--- config.mk ---
export PLATFORM = sky130hd
export DESIGN_NAME = aps_mul
export DESIGN_NICKNAME = d
export VERILOG_FILES = /design/src/rtl/core/aps_pkg.sv /design/src/rtl/core/aps_mul.sv
export SDC_FILE = /design/constraint.sdc
export NUM_CORES = 2
export LEC_CHECK = 0
export ABC_AREA = 1
export BUFFER_PORTS_ARGS = -buffer_cell sky130_fd_sc_hd__buf_4
export CORE_MARGIN = 3
export CORE_UTILIZATION = 60
export CTS_CLUSTER_SIZE = 25
export DETAILED_ROUTE_END_ITERATION = 10
export PLACE_DENSITY = 0.79
export RECOVER_POWER = 50
export SYNTH_ARGS = -nofsm -noshare
export SYNTH_HDL_FRONTEND = slang
export SYNTH_SLANG_ARGS = --single-unit
--- constraint.sdc ---
create_clock -name clk -period 6.1 [get_ports clk]
set_input_delay 0.305 -clock clk [delete_from_list [all_inputs] [get_ports clk]]
set_output_delay 0.305 -clock clk [all_outputs]
set_load 0.005 [all_outputs]
--- src/rtl/core/aps_pkg.sv ---
// shared types, constants and series coefficients of the aberration phase sum core
package aps_pkg;

	localparam int MUL_W  = 33;
	localparam int PROD_W = 2 * MUL_W;
	localparam int TERM_W = 72;

	localparam int CFG_IDX_W = 2;
	localparam logic [CFG_IDX_W-1:0] REG_WAVELENGTH = 2'd0;
	localparam logic [CFG_IDX_W-1:0] REG_TERMS      = 2'd1;

	localparam logic REQ_LOAD  = 1'b0;
	localparam logic REQ_PIXEL = 1'b1;

	localparam logic [31:0] HALF_PI_Q30 = 32'd1686629713;
	localparam logic signed [32:0] ONE_Q30 = 33'sd1073741824;

	localparam logic [3:0] STEP_FIRST = 4'd2;
	localparam logic [3:0] STEP_LAST  = 4'd11;

	localparam logic [31:0] RCP_2  = 32'((64'd1 << 32) / 64'd2);
	localparam logic [31:0] RCP_3  = 32'((64'd1 << 33) / 64'd6);
	localparam logic [31:0] RCP_4  = 32'((64'd1 << 35) / 64'd24);
	localparam logic [31:0] RCP_5  = 32'((64'd1 << 37) / 64'd120);
	localparam logic [31:0] RCP_6  = 32'((64'd1 << 40) / 64'd720);
	localparam logic [31:0] RCP_7  = 32'((64'd1 << 43) / 64'd5040);
	localparam logic [31:0] RCP_8  = 32'((64'd1 << 46) / 64'd40320);
	localparam logic [31:0] RCP_9  = 32'((64'd1 << 49) / 64'd362880);
	localparam logic [31:0] RCP_10 = 32'((64'd1 << 52) / 64'd3628800);
	localparam logic [31:0] RCP_11 = 32'((64'd1 << 56) / 64'd39916800);

	typedef enum logic [4:0] {
		ST_IDLE, ST_ALPHA_MUL, ST_ALPHA_WB, ST_FETCH, ST_FETCH_WB,
		ST_POW_MUL, ST_POW_WB, ST_X_MUL, ST_X_WB, ST_PWR_MUL, ST_PWR_WB,
		ST_DIV_MUL, ST_DIV_WB, ST_CHK_MUL, ST_CHK_WB, ST_COS,
		ST_MAG_HI, ST_MAG_LO, ST_MAG_WB, ST_CS_HI, ST_CS_LO, ST_CS_WB,
		ST_ACC, ST_OUT
	} state_t;

	typedef struct packed {
		logic [31:0] rcp;
		logic [5:0]  shift;
		logic [25:0] divisor;
		logic        sub;
	} series_t;

	function automatic series_t series_coef(input logic [3:0] step);
		series_t r;
		unique case (step)
			4'd2:    r = '{RCP_2,  6'd32, 26'd2,        1'b1};
			4'd3:    r = '{RCP_3,  6'd33, 26'd6,        1'b1};
			4'd4:    r = '{RCP_4,  6'd35, 26'd24,       1'b0};
			4'd5:    r = '{RCP_5,  6'd37, 26'd120,      1'b0};
			4'd6:    r = '{RCP_6,  6'd40, 26'd720,      1'b1};
			4'd7:    r = '{RCP_7,  6'd43, 26'd5040,     1'b1};
			4'd8:    r = '{RCP_8,  6'd46, 26'd40320,    1'b0};
			4'd9:    r = '{RCP_9,  6'd49, 26'd362880,   1'b0};
			4'd10:   r = '{RCP_10, 6'd52, 26'd3628800,  1'b1};
			4'd11:   r = '{RCP_11, 6'd56, 26'd39916800, 1'b0};
			default: r = '{32'd0,  6'd32, 26'd1,        1'b0};
		endcase
		return r;
	endfunction

endpackage

--- src/rtl/core/aps_mul.sv ---
// shared unsigned multiplier with registered product
module aps_mul (
	input  logic                       clk,
	input  logic [aps_pkg::MUL_W-1:0]  a,
	input  logic [aps_pkg::MUL_W-1:0]  b,
	output logic [aps_pkg::PROD_W-1:0] prod_q
);

	always_ff @(posedge clk) begin
		prod_q <= aps_pkg::PROD_W'(a) * aps_pkg::PROD_W'(b);
	end

endmodule

-- Word-level counts from Yosys, hierarchy flattened
Index checks and enable logic that the tools add are counted.
- add/subtract/negate cells: 0
- multiply operators: 1
- div/mod/pow operators: 0
- $lt $le $gt $ge: 0
- equal/unequal tests: 0
- shift operators: 0
- muxes and demuxes: 0
- bitwise logic cells: 0
- reductions and logical operators: 0
- operators with widths (kind ; number):
    33-bit by 33-bit multiplier with 66-bit output ; 1
- flip-flop bits (word level): 66
- bits in latches: 0
- bits in writable memories: 0
- ROM bits: 0
- input port bits: 67
- output and inout bits: 66
- logic and storage cells: 2
- memories kept: 0

-- Longest topological paths before layout
- word-level depth: 1
- depth in mapped cells: 33
- mapped depth without buffers: 31

-- Worst setup path after synthesis
OpenSTA, ideal clock, no wires.
- kind: input to register
- start: in a[29] in the netlist's numbering
- end: reg prod_q[64] in the netlist's numbering
- setup time: 112 ps
- arrival time: 6251 ps
- data required time: 5988 ps
- setup slack: -264 ps
- stages: 27
- path buffers: 2
- path through: clkbuf_1 > clkbuf_1 > nand2_1 > fa_1 > inv_1 > fa_1 > fa_1 > inv_1 > fa_1 > inv_1 > fa_1 > fa_1 > fa_1 > inv_1 > fa_1 > inv_1 > ha_1 > nand2_2 > inv_1 > a21oi_1 > nand2_1 > nand2_1 > nand2_1 > a21oi_1 > nand2_1 > nand2_1 > nand2_1
- cells in the longest elaborated chain, start to end: 1
- RTL lines (item ; RTL line ; text):
    from (decl) ; aps_mul.sv:4 ; input logic [aps_pkg::MUL_W-1:0] a,
    33-bit by 33-bit multiplier with 66-bit output ; aps_mul.sv:10 ; prod_q <= aps_pkg::PROD_W'(a) * aps_pkg::PROD_W'(b);
    to (signal assigned) ; aps_mul.sv:10 ;
    to (decl) ; aps_mul.sv:6 ; output logic [aps_pkg::PROD_W-1:0] prod_q
No other way between the ends.

-- Worst setup path in the final report
- start: in b[5] in the netlist's numbering
- end: reg prod_q[64] in the netlist's numbering
- cells in the longest elaborated chain, start to end: 1
- RTL lines (item ; RTL line ; text):
    from (decl) ; aps_mul.sv:5 ; input logic [aps_pkg::MUL_W-1:0] b,
    33-bit by 33-bit multiplier with 66-bit output ; aps_mul.sv:10 ;
No other way between the ends.

==> results.sh <==
export IMPL_violations="setup timing"
export IMPL_avgSynthCellArea_um2=7.37
export IMPL_vias=34300
export IMPL_place_hpwl_um=100000
export IMPL_timing_hold_violations_final=0
export IMPL_final_cells=6589
export IMPL_finalCriticalPeriod_ps=6410
export IMPL_synth_common_cells="1,892 x inv_1, 1,652 x nand2_1, 958 x fa_1, 265 x ha_1, 264 x clkbuf_1"
export IMPL_arrival_ps=6660
export IMPL_grt_pass1_wl_um=189000
export IMPL_wl_per_cell_um=18.6
export IMPL_cp_slowest_stage_delay_ps=550
export IMPL_min_period_over_period=1.05
export IMPL_synth_edf_count=0
export IMPL_drt_total_wl_um=122000
export IMPL_cp_max_fo=5
export IMPL_syn_area_um2=39800
export IMPL_top_register="prod_q"
export IMPL_gp_congestion=0.995
export IMPL_die_area_um2=69500
export IMPL_slew_violations=0
export IMPL_drt_first_pass_iters=7
export IMPL_die_width_um=264
export IMPL_drc=0
export IMPL_via_per_inst=5.21
export IMPL_ios=133
export IMPL_cts_buffer_depth=2
export IMPL_largest_reg_flops=66
export IMPL_multi_input_area_um2=32200
export IMPL_synth_top_area_cell="fa_1"
export IMPL_final_layout_size_suffix_gt1_frac=0.192
export IMPL_yosysMostFrequentCell="inv_1"
export IMPL_grt_usage=0.347
export IMPL_critPathKind="in2reg"
export IMPL_crit_top_cell="fa_1"
export IMPL_dpl_cell_count=6514
export IMPL_finalSetupTns_ps=-5770
export IMPL_ys_seq_elements=66
export IMPL_hold_path_class="in2reg"
export IMPL_yosysUniqueCellTypes=29
export IMPL_ctsRootBufferMaster="clkbuf_16"
export IMPL_core_area_um2=65000
export IMPL_ant_nets=0
export IMPL_yosysSeqAreaShare=0.0332
export IMPL_cp_end_kind="register"
export IMPL_grt_setup_unrepaired="true"
export IMPL_die_y_um=264
export IMPL_numCtsBuffers=9
export IMPL_grt_start_max_net_pins=21
export IMPL_syn_num_nets=6696
export IMPL_synth_area_leaders="fa_1 48%, inv_1 18%, nand2_1 16%"
export IMPL_io_buffers=132
export IMPL_cp_start_kind="input pin"
export IMPL_synth_top_cell_area_share=0.482
export IMPL_drtIter0Drc=3139
export IMPL_final_util=0.730
export IMPL_worstMarginPinSlew_ps=437
export IMPL_worstHoldPathCells=5
export IMPL_antenna_found_initial=4
export IMPL_grt_pass1_vias=35900
export IMPL_largestRegisters="prod_q (66)"
export IMPL_synth_main_ff_cell="dfxtp_1"
export IMPL_hp_start="b[1]"
export IMPL_cpMaxStageDelayCell="fa_1"
export IMPL_path_clk_slew_ps=70
export IMPL_num_rows=93
export IMPL_hold_end="prod_q[1]"
export IMPL_htreeDepth=3
export IMPL_fin_nets=7014
export IMPL_slew_headroom=0.707
export IMPL_required_ps=6340
export IMPL_status="finished, violations left"
export IMPL_n_fill_cell=4585
export IMPL_setup_violations_final=44
export IMPL_ys_warn_count=0
export IMPL_grt_overflow_total=0
export IMPL_async_reset_ff_frac=0
export IMPL_maxCapViolations=0
export IMPL_cts_tree="yes"
export IMPL_syn_inst=5406
export IMPL_clock_sinks=66
export IMPL_register_area_um2=1320
export IMPL_final_setup_worst_slack_ps=-311
export IMPL_synthToLayoutAreaGrowth_pct=19.2
export IMPL_max_freq_ghz=0.156
export IMPL_initial_core_util=0.612
-- how the worst max path moves through the flow --
stage | from | endpoint | slack (ps) | cells past startpoint
6_report | b[5] | prod_q[64] | -310 | 29
5_1_grt | a[20] | prod_q[64] | -460 | 29
4_1_cts | b[5] | prod_q[65] | -80 | 29
3_5_place_dp | a[29] | prod_q[57] | -700 | 26
3_3_place_gp | a[29] | prod_q[57] | -700 | 26
2_1_floorplan | a[30] | prod_q[64] | -10 | 26
-- per-layer routing --
metal / routed length [µm] / share of wire / GRT usage
met1: 44000 / 0.36 / 0.447
met2: 58500 / 0.48 / 0.573
met3: 13300 / 0.11 / 0.0794
met4: 6380 / 0.052 / 0.131
met5: 0 / 0 / 0
-- placed cells by master, fill, tap and decap left out, types with 5 or more instances in the layout --
cell	netlist	routed
a21oi_1	42	21
a21oi_2	0	15
a21oi_4	0	6
buf_12	0	33
buf_16	0	6
buf_4	0	378
buf_6	0	84
buf_8	0	24
clkbuf_1	264	10
clkbuf_16	0	11
clkbuf_4	0	30
dfxtp_1	66	66
diode_2	0	5
fa_1	958	905
fa_2	0	53
ha_1	265	224
ha_2	0	7
ha_4	0	34
inv_1	1892	1780
inv_2	10	117
inv_4	0	5
nand2_1	1652	1475
nand2_2	5	146
nand2_4	0	34
nand3_1	51	32
nand3_2	8	24
nand4_1	13	13
nor2_1	96	51
nor2_2	13	24
nor2_4	2	36
nor3_1	10	6
nor3_2	3	5
o21bai_1	8	7
xnor2_1	5	5
xor2_1	31	24
xor2_2	0	6
-- worst max-delay path: cells and delay by family --
family	cells	cell delay, ps
adders and majority gates	9	4450
buffers and inverters	11	850
and+or+nand+nor	9	1040
-- logic make-up (layout without fill, tap and decap cells) --
family,count (synthesis),count (layout),synth area share
flops,66,66,0.0332
xor+xnor,36,36,0.00792
buf+inv,2166,2489,0.204
fa+ha+maj,1223,1223,0.565
compound gates,57,57,0.00804
simple gates,1858,1858,0.182
other cells,0,5,0
-- per-stage QoR --
step           cell area [µm²]  setup slack [ps]  hold WS (ps)
3_3_place_gp             44200              -698           687
2_1_floorplan            40500             -14.2           527
6_report                 47500              -311           587
5_1_grt                  47500              -464           616
4_1_cts                  46200             -77.2           600
3_5_place_dp             44200              -704           685
-- repair_timing --
item | CTS | global route
gates resized for setup | 359 | 372
pin swaps | 169 | 223
gates cloned | 6 | 2
endpoints found under the setup margin | 47 | 51
buffers inserted | 34 | 15
hold buffers | 0 | 0
-- area by class of cell --
type | count | area share
diodes | 5 | 0.000264
clock buffers | 9 | 0.00474
clock inverters | 7 | 0.00163
inverters | 1902 | 0.151
multi-input cells | 3174 | 0.679
flip-flops and latches | 66 | 0.0278
well taps | 855 | 0.0225
repair buffers | 571 | 0.113
Power is not shown: default switching activity piles up to over one toggle a cycle in this logic, so the estimate is an artifact.
