--- src/rtl/core/aps_ram.sv ---
// generic single write port ram with registered read
module aps_ram #(
	parameter int WIDTH = 8,
	parameter int DEPTH = 16
) (
	input  logic                                    clk,
	input  logic                                    we,
	input  logic [(DEPTH > 1 ? $clog2(DEPTH) : 1)-1:0] waddr,
	input  logic [WIDTH-1:0]                        wdata,
	input  logic [(DEPTH > 1 ? $clog2(DEPTH) : 1)-1:0] raddr,
	output logic [WIDTH-1:0]                        rdata_q
);

	logic [WIDTH-1:0] mem [DEPTH];

	always_ff @(posedge clk) begin
		if (we) begin
			mem[waddr] <= wdata;
		end
		rdata_q <= mem[raddr];
	end

endmodule

--- config.mk ---
export PLATFORM = sky130hd
export DESIGN_NAME = aps_ram
export DESIGN_NICKNAME = d
export VERILOG_FILES = /design/src/rtl/core/aps_ram.sv
export SDC_FILE = /design/constraint.sdc
export NUM_CORES = 1
export LEC_CHECK = 0
export BUFFER_PORTS_ARGS = -buffer_cell sky130_fd_sc_hd__buf_2
export CAP_MARGIN = 20
export CORE_ASPECT_RATIO = 2
export CORE_MARGIN = 2
export CORE_UTILIZATION = 35
export CTS_BUF_LIST = sky130_fd_sc_hd__clkbuf_8
export DETAILED_ROUTE_END_ITERATION = 10
export SLEW_MARGIN = 0
export SYNTH_ARGS = -nofsm -noshare
export SYNTH_HDL_FRONTEND = slang
export SYNTH_SLANG_ARGS = --single-unit
--- constraint.sdc ---
create_clock -name clk -period 1.5 [get_ports clk]
set_input_delay 0.075 -clock clk [delete_from_list [all_inputs] [get_ports clk]]
set_output_delay 0.075 -clock clk [all_outputs]
set_load 0.03 [all_outputs]
* Yosys cells after proc, flatten, opt, wreduce, memory -nomap -nowiden
Memory sizes are Yosys's and may differ from the RTL's. A register that Yosys moved wholly into a read port is not among the register bits.
Index checks and enable logic that the tools add are counted.
** Word-level totals
- Output and inout port bits :: 8
- Bits in registers :: 0
- RAM bits :: 128
- Memories :: 1
- Logic and storage cells :: 3
- Input port bits :: 18
** Operators by class
- Multiplexer cells :: 2
** Memories
- mem :: words 16, width 8, rd ports 1, clocked after Yosys merged registers in 1, wr ports 1, line 14 : logic [WIDTH-1:0] mem [DEPTH];
** Operators by type and width (count)
- 1-bit two-way mux :: 2

* Depth between registers and ports, before layout
Gate-level depths: netlist of the first run.
- Depth in word-level cells :: 2
- Gate-level depth with buffers :: 5
- Depth with buffers taken out :: 3

* Worst setup path before layout of the first run
OpenSTA, ideal clock, no wires.
- Path kind :: in2reg
- Start point :: input port waddr[2] (netlist name)
- End point :: memory mem[0][0] (enable)
- Setup time :: 383 ps
- Data arrival time :: 1185 ps
- Path buffers :: 0
- Path slack :: -68 ps
- Data required time :: 1117 ps
- Stages :: 2
- Cells stage by stage :: or3b_2 nor3_1
** RTL lines
- start: declaration :: line 8 : input logic [(DEPTH > 1 ? $clog2(DEPTH) : 1)-1:0] waddr,
- end: declaration :: line 14
No word-level cell before the write port.

==> impl_metrics.xml, run 1 <==
<?xml version="1.0" encoding="UTF-8"?>
<metrics>
  <group name="status">
    <metric name="status" unit="">finished, final reports clean</metric>
  </group>
  <group name="synth">
    <metric name="post_synth_num_cell_types" unit="">19</metric>
    <metric name="syn_inst" unit="">229</metric>
    <metric name="async_flop_share" unit="%">0</metric>
    <metric name="yosys-top-cells-area" unit="">sky130_fd_sc_hd__edfxtp_1, sky130_fd_sc_hd__mux4_2, sky130_fd_sc_hd__mux4_1, sky130_fd_sc_hd__dfxtp_1, sky130_fd_sc_hd__a22oi_1</metric>
    <metric name="commonest_register_cell_after_synthesis" unit="">sky130_fd_sc_hd__edfxtp_1</metric>
    <metric name="mappedNetlistNets" unit="">247</metric>
    <metric name="synth-seq-cells" unit="">136</metric>
    <metric name="area_leader_netlist" unit="">sky130_fd_sc_hd__edfxtp_1</metric>
    <metric name="yosysMostFrequentCell" unit="">sky130_fd_sc_hd__edfxtp_1</metric>
    <metric name="synth_enable_flop_cells" unit="">128</metric>
    <metric name="synth_top_cells_by_count" unit="">sky130_fd_sc_hd__edfxtp_1, sky130_fd_sc_hd__mux4_2, sky130_fd_sc_hd__a22oi_1</metric>
    <metric name="synth_seq_area_share" unit="%">77.8</metric>
    <metric name="synth.yosys.warnings" unit="">0</metric>
    <metric name="syn_avg_cell_area" unit="um2">22.5</metric>
    <metric name="synthesis.area" unit="um2">5150</metric>
    <metric name="synth_top_area_share" unit="%">74.7</metric>
  </group>
  <group name="detailed_routing">
    <metric name="route.detailed.wl_per_inst" unit="um">20.3</metric>
    <metric name="detail_route.wirelength" unit="um">10100</metric>
    <metric name="drt_iter0_markers" unit="">201</metric>
    <metric name="postRouteAntennaNets" unit="">0</metric>
    <metric name="drc" unit="">0</metric>
    <metric name="routed-via-count" unit="">2388</metric>
    <metric name="dr.pass1.iters" unit="">6</metric>
    <metric name="avgViaCountPerCell" unit="">4.81</metric>
  </group>
  <group name="worst_setup_path">
    <metric name="cp_slowest_stage_delay" unit="ns">0.52</metric>
    <metric name="worst-endpoint-arrival" unit="ns">1.68</metric>
    <metric name="startpoint_type" unit="">flip-flop</metric>
    <metric name="path_max_fanout" unit="">1</metric>
    <metric name="crit_path_top_delay_cell" unit="">sky130_fd_sc_hd__mux4_1</metric>
    <metric name="critical_path.cell_chain" unit="">mux4_1 &gt; a22oi_1 &gt; nand2_1</metric>
    <metric name="path_class" unit="">reg2reg</metric>
    <metric name="worst_ep_required_time" unit="ns">1.81</metric>
    <metric name="path_buf_inv" unit="">0</metric>
    <metric name="end_kind" unit="">flip-flop</metric>
    <metric name="critical-path-top-delay-family" unit="">multiplexers</metric>
  </group>
  <group name="place">
    <metric name="placement.cell_area" unit="um2">5660</metric>
    <metric name="dp_hpwl" unit="um">6970</metric>
    <metric name="input_output_buffers" unit="">25</metric>
    <metric name="gpl.final_weighted_congestion" unit="">0.757</metric>
  </group>
  <group name="pwr">
    <metric name="intPower" unit="mW">6.04</metric>
    <metric name="p_per_area" unit="nW/um2">1270</metric>
    <metric name="power.share.combinational" unit="%">5.8</metric>
    <metric name="p_leak" unit="nW">2.05</metric>
    <metric name="power_frac_clock" unit="%">38.6</metric>
    <metric name="net-switching-power" unit="mW">1.63</metric>
    <metric name="switching_share" unit="%">21.3</metric>
    <metric name="power_frac_seq" unit="%">55.6</metric>
    <metric name="design_power_total" unit="mW">7.68</metric>
    <metric name="max-vdd-ir-drop" unit="V">0.000498</metric>
  </group>
  <group name="grt">
    <metric name="grt_start_max_net_pins" unit="">33</metric>
    <metric name="grt_pass1_wl" unit="um">15600</metric>
    <metric name="globalRouteOverflowTotal" unit="">0</metric>
    <metric name="global_route.usage.met1" unit="%">13.5</metric>
    <metric name="gr-usage-all-layers" unit="%">13.9</metric>
    <metric name="grt_use_met2" unit="%">27.0</metric>
    <metric name="busiest_grt_layer" unit="">met2</metric>
    <metric name="first_global_vias" unit="">2676</metric>
    <metric name="antenna_found_initial" unit="">0</metric>
    <metric name="grt.met3_usage" unit="%">3.60</metric>
  </group>
  <group name="clock_tree">
    <metric name="clk_root_buffer_cell" unit="">sky130_fd_sc_hd__clkbuf_8</metric>
    <metric name="max-clock-path-buffers" unit="">2</metric>
    <metric name="clk_transition_reported_paths" unit="ns">0.08</metric>
    <metric name="cts-resized-gates" unit="">0</metric>
    <metric name="clk_latency" unit="ns">0.43</metric>
    <metric name="hold_buffers" unit="">1</metric>
    <metric name="tritoncts" unit="">built</metric>
    <metric name="htreeDepth" unit="">4</metric>
    <metric name="post_cts_buffers" unit="">0</metric>
    <metric name="tritoncts.num_buffers" unit="">17</metric>
    <metric name="cts_sinks" unit="">136</metric>
  </group>
  <group name="finish">
    <metric name="design.final.nets" unit="">309</metric>
    <metric name="n_fill_cell" unit="">1247</metric>
    <metric name="areaGrowthSynthToFinish" unit="%">17.8</metric>
    <metric name="postLayoutCellArea" unit="um2">6070</metric>
    <metric name="num_antenna_cells" unit="">0</metric>
    <metric name="final_layout_size_suffix_gt1_share" unit="%">32.6</metric>
  </group>
  <group name="timing">
    <metric name="setup-tns-final" unit="ns">0</metric>
    <metric name="worst_hold_slack" unit="ns">0.0277</metric>
    <metric name="maxSlewViolCount" unit="">0</metric>
    <metric name="layout_min_cycle_time" unit="ns">1.36</metric>
    <metric name="rsz0062_at_grt" unit="">no</metric>
    <metric name="finClkSkew" unit="ns">0.0138</metric>
    <metric name="slew_headroom" unit="%">73.7</metric>
    <metric name="final-hold-violation-count" unit="">0</metric>
    <metric name="setup_violations" unit="">0</metric>
    <metric name="max_clock_freq" unit="GHz">0.733</metric>
    <metric name="fin_crit_sh" unit="%">91.0</metric>
    <metric name="max_slew.worst_pin.slew" unit="ns">0.394</metric>
  </group>
  <group name="worst_hold_path">
    <metric name="hold_path_class" unit="">in2reg</metric>
  </group>
  <group name="floorplan">
    <metric name="die_area" unit="um2">15800</metric>
    <metric name="initial_core_util" unit="%">35.9</metric>
    <metric name="dieHeight" unit="um">176</metric>
    <metric name="floorplan.io_pins" unit="">26</metric>
    <metric name="fp.dieW" unit="um">89.8</metric>
    <metric name="fp-row-count" unit="">62</metric>
    <metric name="core_area" unit="um2">14400</metric>
  </group>
  <group name="run">
    <metric name="max-cap-violations" unit="">0</metric>
  </group>
</metrics>
[layer usage]
layer / vias to the layer above / share of wire, %
li1: 1094 / -
met1: 1237 / 34
met2: 45 / 61
met3: 12 / 2.7
met4: 0 / 1.6
met5: - / 0
[area by class of cell]
class | instances | area, um2 | share of cell area [%]
sequential | 136 | 4000 | 66.0
multi-input combinational | 83 | 1060 | 17.5
timing repair buffer | 53 | 363 | 5.98
tap | 192 | 240 | 3.96
clock buffer | 17 | 234 | 3.86
clock inverter | 15 | 163 | 2.68
[through the flow]
step           cells  setup WS, ns  utilization, %
2_1_floorplan    229         0.159               -
3_3_place_gp     463        0.0125            39.4
3_5_place_dp     463       -0.0294            39.4
4_1_cts          496         0.121            42.3
5_1_grt          496        0.0741            42.3
6_report         496         0.135            42.3
[cell families (layout without fill, tap and decap cells)]
| family | count (synthesis) | after routing | synth area share (%) |
|---|---|---|---|
| DFF | 136 | 136 | 77.8 |
| muxes | 32 | 32 | 15.0 |
| AOI/OAI and AO/OA | 16 | 16 | 2.33 |
| buffers and inverters | 10 | 85 | 1.68 |
| and+or+nand+nor | 35 | 35 | 3.18 |
[cell usage in the layout, fill, tap and decap left out]
cell type and count:
sky130_fd_sc_hd__buf_12 2, sky130_fd_sc_hd__nor3_2 1, sky130_fd_sc_hd__clkinv_2 1, sky130_fd_sc_hd__nand3b_1 2, sky130_fd_sc_hd__clkinvlp_4 3, sky130_fd_sc_hd__nand2_1 9, sky130_fd_sc_hd__mux4_2 18, sky130_fd_sc_hd__buf_2 25
sky130_fd_sc_hd__clkinv_4 2, sky130_fd_sc_hd__nor2b_1 1, sky130_fd_sc_hd__inv_6 1, sky130_fd_sc_hd__dlygate4sd3_1 1, sky130_fd_sc_hd__clkbuf_8 17, sky130_fd_sc_hd__or3b_2 1, sky130_fd_sc_hd__buf_4 25, sky130_fd_sc_hd__nor3_1 3
sky130_fd_sc_hd__inv_1 3, sky130_fd_sc_hd__nor2_1 13, sky130_fd_sc_hd__nand2b_1 2, sky130_fd_sc_hd__a22oi_1 16, sky130_fd_sc_hd__edfxtp_1 128, sky130_fd_sc_hd__and2b_1 1, sky130_fd_sc_hd__mux4_1 14, sky130_fd_sc_hd__clkinv_1 2
sky130_fd_sc_hd__bufinv_16 3, sky130_fd_sc_hd__and2_1 1, sky130_fd_sc_hd__dfxtp_1 8, sky130_fd_sc_hd__nand3_1 1
[worst paths after layout]
kind / startpoint / endpoint / slack [ns] / depth (start not counted)
worst max-delay path: mem[1][5] / rdata_q[5] / 0.14 / 3
worst min-delay path: wdata[5] / mem[12][5] / 0.03 / 1
worst max register to register: mem[1][5] / rdata_q[5] / 0.14 / 3
worst min register to register: mem[11][3] / rdata_q[3] / 0.67 / 3
[power by group through the flow]
stage,combinational [mW],clock [mW],sequential [mW]
after floorplan,0.216,0,4.40
after global placement,0.440,0,4.35
after detailed placement,0.449,0,4.36
after CTS,0.452,3.04,4.27
after global routing,0.483,3.20,4.28
final,0.444,2.96,4.27
[flip-flops by register name (all words and copies together), names as in the netlist]
register,flops
rdata_q,8
mem,128
Power figures use the tool's default switching activity.
==> inputs of run 2 (changes only) <==
CORE_MARGIN = 10   (was 2)
==> run 2 against run 1 <==
Net effect:
- sequential share of layout area up 0.33 points
- non-clock buffer count shrank 3
- sequential power about the same
- flip-flop and latch count stayed put
- critical path type unchanged
- largest cell class unchanged
- clock power down 3%
- via count up 1.2%
- highest routed layer unchanged
- routed wire length grew 0.78%
- cell count shrank 0.60%
- first-iteration DRC count decreased by 32%
- combinational power is essentially flat
==> impl_metrics.xml, run 2 (synthesis results as in run 1) <==
<?xml version="1.0" encoding="UTF-8"?>
<metrics>
  <group name="status">
    <metric name="status" unit="">finished, final reports clean</metric>
  </group>
  <group name="finish">
    <metric name="design.final.nets" unit="">306</metric>
    <metric name="final_layout_size_suffix_gt1_share" unit="%">32.6</metric>
    <metric name="final_util" unit="%">41.8</metric>
    <metric name="regMostFlops" unit="">mem</metric>
    <metric name="layout_commonest_cell" unit="">sky130_fd_sc_hd__edfxtp_1</metric>
    <metric name="postLayoutCellArea" unit="um2">6040</metric>
    <metric name="final_cell_mix" unit="">sky130_fd_sc_hd__edfxtp_1, sky130_fd_sc_hd__buf_2, sky130_fd_sc_hd__buf_4</metric>
    <metric name="final-instance-count-excl-fill" unit="">493</metric>
    <metric name="areaGrowthSynthToFinish" unit="%">17.3</metric>
    <metric name="number_of_flip_flops_in_the_largest_register" unit="">128</metric>
    <metric name="num_antenna_cells" unit="">0</metric>
    <metric name="reg.largest.list" unit="">mem x128, rdata_q x8</metric>
  </group>
  <group name="detailed_routing">
    <metric name="detail_route.wirelength" unit="um">10100</metric>
    <metric name="avgViaCountPerCell" unit="">4.90</metric>
    <metric name="postRouteAntennaNets" unit="">0</metric>
    <metric name="drc" unit="">0</metric>
    <metric name="routed-via-count" unit="">2417</metric>
    <metric name="dr.pass1.iters" unit="">4</metric>
    <metric name="drt_iter0_markers" unit="">137</metric>
    <metric name="route.detailed.wl_per_inst" unit="um">20.6</metric>
  </group>
  <group name="clock_tree">
    <metric name="cts-resized-gates" unit="">0</metric>
    <metric name="tritoncts" unit="">built</metric>
    <metric name="cts_sinks" unit="">136</metric>
    <metric name="clk_transition_reported_paths" unit="ns">0.08</metric>
    <metric name="max-clock-path-buffers" unit="">2</metric>
    <metric name="tritoncts.num_buffers" unit="">17</metric>
    <metric name="clk_root_buffer_cell" unit="">sky130_fd_sc_hd__clkbuf_8</metric>
    <metric name="clk_latency" unit="ns">0.42</metric>
    <metric name="htreeDepth" unit="">4</metric>
  </group>
  <group name="worst_setup_path">
    <metric name="critical_path.cell_chain" unit="">mux4_1 &gt; a22oi_1 &gt; nand2_1</metric>
    <metric name="path_class" unit="">reg2reg</metric>
    <metric name="end_kind" unit="">flip-flop</metric>
    <metric name="cp_slowest_stage_delay" unit="ns">0.52</metric>
    <metric name="rrSetupSlack" unit="ns">0.16</metric>
    <metric name="startpoint_type" unit="">flip-flop</metric>
    <metric name="crit_path_top_delay_cell" unit="">sky130_fd_sc_hd__mux4_1</metric>
    <metric name="path_max_fanout" unit="">1</metric>
    <metric name="worst-endpoint-arrival" unit="ns">1.65</metric>
    <metric name="worst_ep_required_time" unit="ns">1.81</metric>
  </group>
  <group name="place">
    <metric name="gpl.final_weighted_congestion" unit="">0.736</metric>
    <metric name="dp_hpwl" unit="um">7260</metric>
    <metric name="input_output_buffers" unit="">25</metric>
    <metric name="detailedPlace.worstSlack" unit="ns">0.0394</metric>
    <metric name="numPlacedInstances" unit="">460</metric>
    <metric name="placement.cell_area" unit="um2">5640</metric>
  </group>
  <group name="timing">
    <metric name="max_clock_freq" unit="GHz">0.748</metric>
    <metric name="rsz0062_at_grt" unit="">no</metric>
    <metric name="maxSlewViolCount" unit="">0</metric>
    <metric name="fin_crit_sh" unit="%">89.1</metric>
    <metric name="final.setup.worst_slack" unit="ns">0.164</metric>
    <metric name="setup-tns-final" unit="ns">0</metric>
    <metric name="slew_headroom" unit="%">72.7</metric>
    <metric name="max_slew.worst_pin.slew" unit="ns">0.410</metric>
    <metric name="finClkSkew" unit="ns">0.0118</metric>
    <metric name="layout_min_cycle_time" unit="ns">1.34</metric>
    <metric name="setup_violations" unit="">0</metric>
    <metric name="final-hold-violation-count" unit="">0</metric>
  </group>
  <group name="floorplan">
    <metric name="dieHeight" unit="um">192</metric>
    <metric name="fp.dieW" unit="um">106</metric>
    <metric name="core_area" unit="um2">14400</metric>
    <metric name="floorplan.io_pins" unit="">26</metric>
    <metric name="die_area" unit="um2">20300</metric>
    <metric name="initial_core_util" unit="%">35.7</metric>
    <metric name="fp-row-count" unit="">62</metric>
  </group>
  <group name="grt">
    <metric name="globalRouteOverflowTotal" unit="">0</metric>
    <metric name="antenna_found_initial" unit="">0</metric>
    <metric name="grt_pass1_wl" unit="um">15400</metric>
    <metric name="grt_start_max_net_pins" unit="">26</metric>
    <metric name="gr-usage-all-layers" unit="%">10.4</metric>
    <metric name="first_global_vias" unit="">2567</metric>
  </group>
  <group name="pwr">
    <metric name="max-vdd-ir-drop" unit="V">0.000483</metric>
    <metric name="p_per_area" unit="nW/um2">1260</metric>
    <metric name="p_leak" unit="nW">2.03</metric>
  </group>
  <group name="run">
    <metric name="max-cap-violations" unit="">0</metric>
  </group>
  <group name="worst_hold_path">
    <metric name="hold_path_class" unit="">in2reg</metric>
  </group>
</metrics>
## run 2: changes by cell type in the layout (fill, tap and decap cells not counted), sizes merged
cell    delta
inv        +1
bufinv     -1
buf        -3
## run 2: per-stage QoR
stage               hold slack, ns  total power, mW
CTS                        0.00314             7.67
global placement             0.448             4.80
finish                      0.0271             7.59
detailed placement           0.466             4.81
floorplan                    0.174             4.61
global route               0.00131             7.89
## run 2: path summary, 6_finish.rpt
kind / start / end / cells past startpoint
max: mem[1][3] / rdata_q[3] / 3
min: wdata[1] / mem[2][1] / 1
max reg2reg: mem[1][3] / rdata_q[3] / 3
min reg2reg: mem[14][4] / rdata_q[4] / 3
## run 2: repair_timing
item,CTS,global route
endpoints found under the hold margin,0,6
hold buffers,0,1
setup buffers,0,0
## run 2: metal layers
| metal | vias to the layer above | global-route usage [%] | routed length, um |
|---|---|---|---|
| li1 | 1088 | - | - |
| met1 | 1263 | 10.3 | 3530 |
| met2 | 59 | 19.1 | 6020 |
| met3 | 7 | 3.58 | 444 |
| met4 | 0 | 4.55 | 145 |
| met5 | - | 0 | 0 |
## run 2: critical path: cells and delay by family, from the launching register on
family | cells | cell delay, ns
AOI/OAI and AO/OA | 1 | 0.27
DFF | 1 | 0.35
muxes | 1 | 0.52
and+or+nand+nor | 1 | 0.08
## run 2: area by class of cell
type / instances / area, um2
Timing Repair Buffer: 50 / 340
Clock inverter: 15 / 155
Tap cell: 192 / 240
Multi-Input combinational cell: 83 / 1060
Fill cell: 1308 / 8390
Sequential cell: 136 / 4000
Clock buffer: 17 / 234
## run 2: where the power goes
part / total [mW] / leakage, nW / internal (mW) / switching [mW]
Sequential: 4.27 / 1.22 / 4.24 / 0.0250
Combinational: 0.445 / 0.612 / 0.179 / 0.266
Clock: 2.88 / 0.193 / 1.48 / 1.40
==> inputs of run 3 (changes only) <==
CELL_PAD_IN_SITES_DETAIL_PLACEMENT = 1   (was unset)
CELL_PAD_IN_SITES_GLOBAL_PLACEMENT = 1   (was unset)
HOLD_SLACK_MARGIN = 0.06   (was unset)
PLACE_DENSITY_LB_ADDON = 0.1   (was unset)
==> run 3 against run 2 <==
Net effect:
- critical path depth unchanged
- clock power is 16% higher
- design area increased by 1.9%
- routed wire length up 10%
- largest power group unchanged
- clock-buffer cell count unchanged
- clock skew up 0.0022 ns
- highest routed layer unchanged
- critical endpoint is now rdata_q[1]
- sequential share of layout area decreased by 1.3 points
- core utilization grew 0.81 points
- largest cell class unchanged
==> impl_metrics.xml, run 3 (synthesis results as in run 1) <==
<?xml version="1.0" encoding="UTF-8"?>
<metrics>
  <group name="detailed_routing">
    <metric name="drc" unit="">0</metric>
    <metric name="dr.pass1.iters" unit="">4</metric>
    <metric name="routed-via-count" unit="">2431</metric>
    <metric name="avgViaCountPerCell" unit="">4.91</metric>
    <metric name="drt_iter0_markers" unit="">131</metric>
    <metric name="detail_route.wirelength" unit="um">11200</metric>
    <metric name="postRouteAntennaNets" unit="">0</metric>
    <metric name="route.detailed.wl_per_inst" unit="um">22.6</metric>
  </group>
  <group name="finish">
    <metric name="regMostFlops" unit="">mem</metric>
    <metric name="final_layout_size_suffix_gt1_share" unit="%">31.0</metric>
    <metric name="areaGrowthSynthToFinish" unit="%">19.5</metric>
    <metric name="layout_commonest_cell" unit="">sky130_fd_sc_hd__edfxtp_1</metric>
    <metric name="final-instance-count-excl-fill" unit="">495</metric>
    <metric name="final_util" unit="%">42.6</metric>
    <metric name="register_area" unit="um2">4000</metric>
    <metric name="final_cell_mix" unit="">sky130_fd_sc_hd__edfxtp_1, sky130_fd_sc_hd__buf_2, sky130_fd_sc_hd__mux4_2</metric>
    <metric name="multiInputGateArea" unit="um2">1060</metric>
    <metric name="design.final.nets" unit="">309</metric>
    <metric name="number_of_flip_flops_in_the_largest_register" unit="">128</metric>
    <metric name="num_antenna_cells" unit="">0</metric>
    <metric name="reg.largest.list" unit="">mem x128, rdata_q x8</metric>
    <metric name="n_fill_cell" unit="">1416</metric>
  </group>
  <group name="worst_hold_path">
    <metric name="hold_path_class" unit="">in2reg</metric>
    <metric name="worst_hold_startpoint" unit="">waddr[0]</metric>
  </group>
  <group name="clock_tree">
    <metric name="max-clock-path-buffers" unit="">2</metric>
    <metric name="tritoncts" unit="">built</metric>
    <metric name="cts-resized-gates" unit="">0</metric>
    <metric name="clk_latency" unit="ns">0.43</metric>
    <metric name="clk_transition_reported_paths" unit="ns">0.08</metric>
    <metric name="tritoncts.num_buffers" unit="">17</metric>
    <metric name="clk_root_buffer_cell" unit="">sky130_fd_sc_hd__clkbuf_8</metric>
    <metric name="htreeDepth" unit="">4</metric>
    <metric name="post_cts_buffers" unit="">0</metric>
    <metric name="cts_sinks" unit="">136</metric>
    <metric name="hold_buffers" unit="">8</metric>
  </group>
  <group name="floorplan">
    <metric name="fp-row-count" unit="">62</metric>
    <metric name="fp.dieW" unit="um">106</metric>
    <metric name="initial_core_util" unit="%">35.7</metric>
    <metric name="die_area" unit="um2">20300</metric>
    <metric name="dieHeight" unit="um">192</metric>
    <metric name="core_area" unit="um2">14400</metric>
    <metric name="floorplan.io_pins" unit="">26</metric>
  </group>
  <group name="pwr">
    <metric name="design_power_total" unit="mW">8.08</metric>
    <metric name="max-vdd-ir-drop" unit="V">0.000647</metric>
    <metric name="p_per_area" unit="nW/um2">1310</metric>
    <metric name="p_leak" unit="nW">2.08</metric>
  </group>
  <group name="place">
    <metric name="input_output_buffers" unit="">25</metric>
    <metric name="dp_hpwl" unit="um">7620</metric>
    <metric name="numPlacedInstances" unit="">456</metric>
    <metric name="gpl.final_weighted_congestion" unit="">0.704</metric>
  </group>
  <group name="worst_setup_path">
    <metric name="crit_reg_reg_startpoint" unit="">mem[1][1]</metric>
    <metric name="path_class" unit="">reg2reg</metric>
    <metric name="worst_ep_required_time" unit="ns">1.82</metric>
    <metric name="end_kind" unit="">flip-flop</metric>
    <metric name="startpoint_type" unit="">flip-flop</metric>
    <metric name="worst-endpoint-arrival" unit="ns">1.71</metric>
    <metric name="path_max_fanout" unit="">1</metric>
    <metric name="crit_path_start" unit="">mem[1][1]</metric>
  </group>
  <group name="grt">
    <metric name="antenna_found_initial" unit="">0</metric>
    <metric name="gr-usage-all-layers" unit="%">11.5</metric>
    <metric name="grt_start_max_net_pins" unit="">33</metric>
    <metric name="grt_pass1_wl" unit="um">16900</metric>
    <metric name="globalRouteOverflowTotal" unit="">0</metric>
    <metric name="first_global_vias" unit="">2744</metric>
  </group>
  <group name="timing">
    <metric name="max_clock_freq" unit="GHz">0.717</metric>
    <metric name="rsz0062_at_grt" unit="">no</metric>
    <metric name="finClkSkew" unit="ns">0.0141</metric>
    <metric name="layout_min_cycle_time" unit="ns">1.39</metric>
    <metric name="setup_violations" unit="">0</metric>
    <metric name="setup-tns-final" unit="ns">0</metric>
    <metric name="slew_headroom" unit="%">43.4</metric>
    <metric name="worst_hold_slack" unit="ns">0.220</metric>
    <metric name="max_slew.worst_pin.slew" unit="ns">0.845</metric>
    <metric name="fin_crit_sh" unit="%">92.9</metric>
    <metric name="maxSlewViolCount" unit="">0</metric>
    <metric name="final-hold-violation-count" unit="">0</metric>
  </group>
  <group name="status">
    <metric name="status" unit="">finished, final reports clean</metric>
  </group>
  <group name="run">
    <metric name="max-cap-violations" unit="">0</metric>
  </group>
</metrics>
-- run 3: power by group --
part | total (mW) | internal [mW] | switching [mW]
clock network | 3.34 | 1.96 | 1.38
registers | 4.26 | 4.24 | 0.0215
logic | 0.471 | 0.194 | 0.277
total | 8.08 | 6.40 | 1.68
-- run 3: path summary, 6_finish.rpt --
kind         slack [ns]  cells after the start          to
max                0.11                      3  rdata_q[1]
min                0.22                      3   mem[0][3]
max reg2reg        0.11                      3  rdata_q[1]
min reg2reg        0.68                      3  rdata_q[1]
-- run 3: through the flow --
stage | setup WS [ns] | instance area, um2
2_1_floorplan | 0.159 | 5150
3_3_place_gp | 0.0101 | 5630
3_5_place_dp | 0.0132 | 5630
4_1_cts | 0.107 | 6150
5_1_grt | 0.0535 | 6150
6_report | 0.106 | 6150
-- run 3: cell type report --
cell class | count | area share (%)
Sequential cell | 136 | 65.1
Timing Repair Buffer | 53 | 6.59
Tap cell | 192 | 3.90
Clock inverter | 14 | 3.36
Clock buffer | 17 | 3.80
Multi-Input combinational cell | 83 | 17.3
-- run 3: critical path: stages (launching register included) --
cell and delay (ns):
sky130_fd_sc_hd__edfxtp_1 0.39, sky130_fd_sc_hd__mux4_1 0.52, sky130_fd_sc_hd__a22oi_1 0.29, sky130_fd_sc_hd__nand2_1 0.08
-- run 3: per-layer routing --
metal / vias up / GRT usage (%) / part of all wire [%]
li1: 1093 / - / -
met1: 1298 / 12.1 / 39
met2: 32 / 21.1 / 57
met3: 8 / 2.97 / 1.9
met4: 0 / 4.71 / 1.5
met5: - / 0 / 0
